## src/hw/rtl/assert_macros.svh

```systemverilog
// assertion macros used by the rtl top level
`ifndef ASSERT_MACROS_SVH
`define ASSERT_MACROS_SVH
`ifndef ASSERT_OFF
// same-cycle implication, checked out of reset
`define ASSERT_IMPL(lbl, clk, rst_n, ante, cons) \
  lbl: assert property (@(posedge clk) disable iff (!rst_n) (ante) |-> (cons)) \
    else $error("assertion failed");
// next-cycle implication, checked out of reset
`define ASSERT_NEXT(lbl, clk, rst_n, ante, cons) \
  lbl: assert property (@(posedge clk) disable iff (!rst_n) (ante) |=> (cons)) \
    else $error("assertion failed");
`else
`define ASSERT_IMPL(lbl, clk, rst_n, ante, cons)
`define ASSERT_NEXT(lbl, clk, rst_n, ante, cons)
`endif
`endif

```

## src/hw/rtl/pdwta_pkg.sv

```systemverilog
// shared types and constants of the pd wheel torque allocator
package pdwta_pkg;

  localparam int unsigned InW     = 16;  // input angle and rate width
  localparam int unsigned GainW   = 16;  // gain and coefficient width
  localparam int unsigned LimW    = 15;  // torque limit width
  localparam int unsigned OutW    = 16;  // wheel command width
  localparam int unsigned BodyW   = 18;  // saturated body torque width
  localparam int unsigned NumWheel = 4;
  localparam int unsigned CfgIdxW = 3;

  // register index map
  typedef enum logic [CfgIdxW-1:0] {
    CFG_KP_ROLL      = 3'd0,
    CFG_KP_PITCH     = 3'd1,
    CFG_KD_ROLL      = 3'd2,
    CFG_KD_PITCH     = 3'd3,
    CFG_KD_YAW       = 3'd4,
    CFG_TILT_COEF    = 3'd5,
    CFG_AXIAL_COEF   = 3'd6,
    CFG_TORQUE_LIMIT = 3'd7
  } cfg_reg_e;

  localparam logic [GainW-1:0] KpRollRst    = 16'd478;
  localparam logic [GainW-1:0] KpPitchRst   = 16'd378;
  localparam logic [GainW-1:0] KdRollRst    = 16'd3190;
  localparam logic [GainW-1:0] KdPitchRst   = 16'd2519;
  localparam logic [GainW-1:0] KdYawRst     = 16'd3055;
  localparam logic [GainW-1:0] TiltCoefRst  = 16'd14655;
  localparam logic [GainW-1:0] AxialCoefRst = 16'd13203;
  localparam logic [LimW-1:0]  TorqueLimRst = 15'd1638;

  // tilt sign per wheel, set bit means negative
  localparam logic [NumWheel-1:0] WheelSxNeg = 4'b1100;
  localparam logic [NumWheel-1:0] WheelSyNeg = 4'b0110;

  // register enables of a two-stage section
  typedef struct packed {
    logic s0;
    logic s1;
  } stage_en_t;

  typedef struct packed {
    logic [GainW-1:0] kp_roll;
    logic [GainW-1:0] kp_pitch;
    logic [GainW-1:0] kd_roll;
    logic [GainW-1:0] kd_pitch;
    logic [GainW-1:0] kd_yaw;
  } gain_cfg_t;

  typedef struct packed {
    logic [GainW-1:0] tilt_coef;
    logic [GainW-1:0] axial_coef;
    logic [LimW-1:0]  torque_limit;
  } alloc_cfg_t;

endpackage

```

## src/hw/rtl/pdwta_wheel_alloc.sv

```systemverilog
// pyramid allocation: coefficient products, then per-wheel sum, round and clamp
module pdwta_wheel_alloc import pdwta_pkg::*; (
  input  logic                    clk_i,
  input  stage_en_t               en_i,
  input  alloc_cfg_t              cfg_i,
  input  logic signed [BodyW-1:0] tx_i,
  input  logic signed [BodyW-1:0] ty_i,
  input  logic signed [BodyW-1:0] tz_i,
  output logic signed [OutW-1:0]  wheel_o [NumWheel],
  output logic [NumWheel-1:0]     clamp_o
);

  localparam int unsigned ProdW = GainW + BodyW + 1;
  localparam int unsigned AccW  = ProdW + 2;

  localparam logic signed [AccW-1:0] RndHalf = AccW'(16384);

  logic signed [ProdW-1:0] px_d, py_d, pz_d;
  logic signed [ProdW-1:0] px_q, py_q, pz_q;
  logic signed [OutW-1:0]  wheel_d [NumWheel];
  logic signed [OutW-1:0]  wheel_q [NumWheel];
  logic [NumWheel-1:0]     clamp_d, clamp_q;

  always_comb begin
    px_d = $signed({1'b0, cfg_i.tilt_coef})  * tx_i;
    py_d = $signed({1'b0, cfg_i.tilt_coef})  * ty_i;
    pz_d = $signed({1'b0, cfg_i.axial_coef}) * tz_i;
  end

  always_ff @(posedge clk_i) begin
    if (en_i.s0) begin
      px_q <= px_d;
      py_q <= py_d;
      pz_q <= pz_d;
    end
  end

  // command = floor((16384 - acc) / 32768), clamped to +/- limit
  always_comb begin
    logic signed [AccW-1:0] t;
    logic signed [AccW-1:0] c;
    logic signed [AccW-1:0] lim;
    lim = AccW'(cfg_i.torque_limit);
    for (int w = 0; w < NumWheel; w++) begin
      t = RndHalf - AccW'(pz_q);
      t = WheelSxNeg[w] ? t + AccW'(px_q) : t - AccW'(px_q);
      t = WheelSyNeg[w] ? t + AccW'(py_q) : t - AccW'(py_q);
      c = t >>> 15;
      if (c > lim) begin
        wheel_d[w] = lim[OutW-1:0];
        clamp_d[w] = 1'b1;
      end else if (c < -lim) begin
        wheel_d[w] = OutW'(-lim);
        clamp_d[w] = 1'b1;
      end else begin
        wheel_d[w] = c[OutW-1:0];
        clamp_d[w] = 1'b0;
      end
    end
  end

  always_ff @(posedge clk_i) begin
    if (en_i.s1) begin
      wheel_q <= wheel_d;
      clamp_q <= clamp_d;
    end
  end

  assign wheel_o = wheel_q;
  assign clamp_o = clamp_q;

endmodule

```

## config.mk

```make
export PLATFORM = sky130hd
export DESIGN_NAME = pdwta_wheel_alloc
export DESIGN_NICKNAME = d
export VERILOG_FILES = /design/src/hw/rtl/assert_macros.svh /design/src/hw/rtl/pdwta_pkg.sv /design/src/hw/rtl/pdwta_wheel_alloc.sv
export SDC_FILE = /design/constraint.sdc
export NUM_CORES = 2
export LEC_CHECK = 0
export ABC_AREA = 1
export BUFFER_PORTS_ARGS = -buffer_cell sky130_fd_sc_hd__buf_2
export CAP_MARGIN = 25
export CORE_MARGIN = 8
export CORE_UTILIZATION = 54
export DETAILED_ROUTE_END_ITERATION = 12
export GPL_ROUTABILITY_DRIVEN = 0
export PLACE_DENSITY_LB_ADDON = 0.3
export SETUP_SLACK_MARGIN = 0.1
export SLEW_MARGIN = 5
export SYNTH_ARGS = -nofsm -noshare
export SYNTH_HDL_FRONTEND = slang
export SYNTH_SLANG_ARGS = --single-unit
```

## constraint.sdc

```tcl
create_clock -name clk_i -period 8.7 [get_ports clk_i]
set_input_delay 0.87 -clock clk_i [delete_from_list [all_inputs] [get_ports clk_i]]
set_output_delay 0.87 -clock clk_i [all_outputs]
set_load 0.1 [all_outputs]
```

==> out/qor.csv <==
metric,value,unit
arrival,8540,ps
hold_violations,0,
post-route-min-period,8310,ps
cts.htree.levels,4,
first_iter_violations,4670,
first_global_vias,49883,
dpl_cell_area,0.0590,mm^2
postSynthCellCount,7501,
finalSetupViolations,0,
ant_nets,0,
fp.dieArea,0.117,mm^2
min_path_type,in -> reg,
reg2regPathDepth,48,
ys_seq_area_frac,0.0908,
core_area,0.105,mm^2
rr_endpoint,wheel_o[20],
yosys_register_bits,173,
numCtsBuffers,17,
dp_hpwl,134000,um
fmax,120,MHz
critPathKind,reg -> reg,
tightest_slew,1030,ps
clock-sinks,173,
maxSlewHeadroom,0.313,
hold_depth,3,
synth_commonest_cells,"inv_1, nand2_1, fa_1, ha_1, a21oi_1",
crit_path_top_delay_cell,ha_2,
vias,49270,
r2r_slack,390,ps
die_h,341,um
netlist_area,0.0572,mm^2
path_clk_slew,80,ps
vias_per_cell,5.53,
reg2reg_from,pz_q[0],
postCtsHoldBufs,0,
root_buffer,clkbuf_16,
hold_path.startpoint,cfg_i[3],
antenna_found_initial,1,
synth_cell_type_count,67,
drt-pass1-iter-count,9,
synth-edff-count,173,
grt_max_degree,69,
area_delta_synth_final,6.32,%
synth_largest_area_cell,fa_1,
dieWidth,341,um
grtUsageTotal,0.274,
row_count,119,
ys.flop_type,edfxtp_1,
yosysWarnings,0,
setup_tns,0,ps
timing.final.crit_share,0.956,
cpMostUsedCell,inv_1,
synth.most_common_cell,inv_1,
status,finished clean,
fin_cells,8912,
synth_top_area_frac,0.308,
top_level_ports,172,
start_kind,flop,
async_flop_share,0,
start_util,0.544,
cpPeakStageDelay,470,ps
fin_nets,9168,
synth_area_leaders,"fa_1, ha_1, inv_1",
cap_viol_max_count,0,
end_kind,flop,
crit_fanout,15,
portBuffers,171,
crit_buf_inv,13,
grt_pass1_wl,258000,um
syn-num-nets,9163,
fillers,9696,
drc,0,
crit_family,simple AND/OR/NAND/NOR gates,
cts_tree,done,
hold_path_end,wheel_o[35],
wl,161000,um
clk_latency,490,ps
place_inst,8828,
required,8930,ps
fin_skew,14.1,ps
cts_max_path_buffers,2,
drive_above_1_share,0.0685,
wl_per_cell,18.1,um
avgSynthCellArea,7.62,um^2
finish.instance_area,0.0608,mm^2
slew_violations,0,
overflow,0,
-- per-layer routing --
metal	track usage	vias up	routed length [um]
met5	0	-	0
met4	0.118	0	8060
met3	0.0345	473	13300
met2	0.470	2289	77100
met1	0.347	23868	62700
li1	-	22640	-
-- placed cells by master (no fill, tap or decap), drive strengths merged, types with 3 or more instances in the layout --
| cell type | instances |
|---|---|
| clkinv | 12 |
| o21ai | 239 |
| nand3b | 4 |
| o21a | 17 |
| edfxtp | 173 |
| o211ai | 21 |
| inv | 1955 |
| ha | 677 |
| xor2 | 252 |
| nand3 | 192 |
| nand4 | 72 |
| nor2 | 377 |
| o21bai | 34 |
| or2 | 9 |
| and2 | 3 |
| clkinvlp | 6 |
| a221oi | 6 |
| o31ai | 11 |
| nor4 | 23 |
| fa | 881 |
| a21boi | 20 |
| clkbuf | 17 |
| a31oi | 29 |
| nand2 | 1610 |
| a211oi | 15 |
| o2111ai | 4 |
| xnor2 | 47 |
| o311ai | 4 |
| a21oi | 430 |
| o221ai | 17 |
| buf | 262 |
| a21o | 21 |
| nor3 | 60 |
| and3 | 4 |
-- state kept, by name (all words and copies together), names as in the netlist --
register	cells
clamp_o	4
wheel_o	64
pz_q	35
py_q	35
px_q	35
-- worst register-to-register path: cells and delay by family, from the launching register on --
kind	cells	cell delay, ps
buffers and inverters	13	1330
XOR/XNOR	3	680
AND/OR/NAND/NOR	20	3260
flip-flops	1	410
AO/OA/AOI/OAI	9	1240
adder cells (fa/ha/maj)	3	1130
-- cell type report --
class                   count  area, um^2  share of cell area
clock buffers              17         425             0.00700
multi-input cells        5094       44300               0.729
clock inverters            15         189             0.00311
diodes                      2        5.00           0.0000823
well taps                1391        1740              0.0286
inverters                1956        7360               0.121
repair inverters            2        15.0            0.000247
repair buffers            262        1550              0.0254
flip-flops and latches    173        5190              0.0854
-- kinds of logic (layout without fill, tap and decap cells) --
kind of cell | after synthesis | in the layout | synth area share
other cells | 0 | 2 | 0
compound gates | 878 | 878 | 0.0869
simple gates | 2359 | 2359 | 0.171
xor+xnor | 299 | 299 | 0.0465
buf+inv | 2234 | 2252 | 0.149
flops | 173 | 173 | 0.0908
fa+ha+maj | 1558 | 1558 | 0.457
-- repair_timing --
item	CTS	global route
cloned	2	0
setup endpoints to repair	59	68
resized for setup	20	159
pin swaps	2	38
buffers inserted	4	43
-- how the worst max path moves through the flow --
stage / from / end / slack [ps] / cells after the start
floorplan: pz_q[2] / wheel_o[28] / 880 / 51
global placement: pz_q[0] / wheel_o[47] / -30 / 53
detailed placement: pz_q[0] / wheel_o[8] / -120 / 49
CTS: pz_q[0] / wheel_o[20] / 80 / 53
global route: pz_q[0] / wheel_o[19] / -120 / 49
finish: pz_q[0] / wheel_o[20] / 390 / 48
-- through the flow --
stage	hold slack, ps	util	worst slack (ps)
after floorplan	982	-	878
after global placement	1320	0.561	-28.9
after detailed placement	1320	0.561	-122
after CTS	797	0.568	79.0
after global routing	832	0.578	-116
final	846	0.578	385
Power is not shown: default switching activity piles up to over one toggle a cycle in this logic, so the estimate is an artifact.
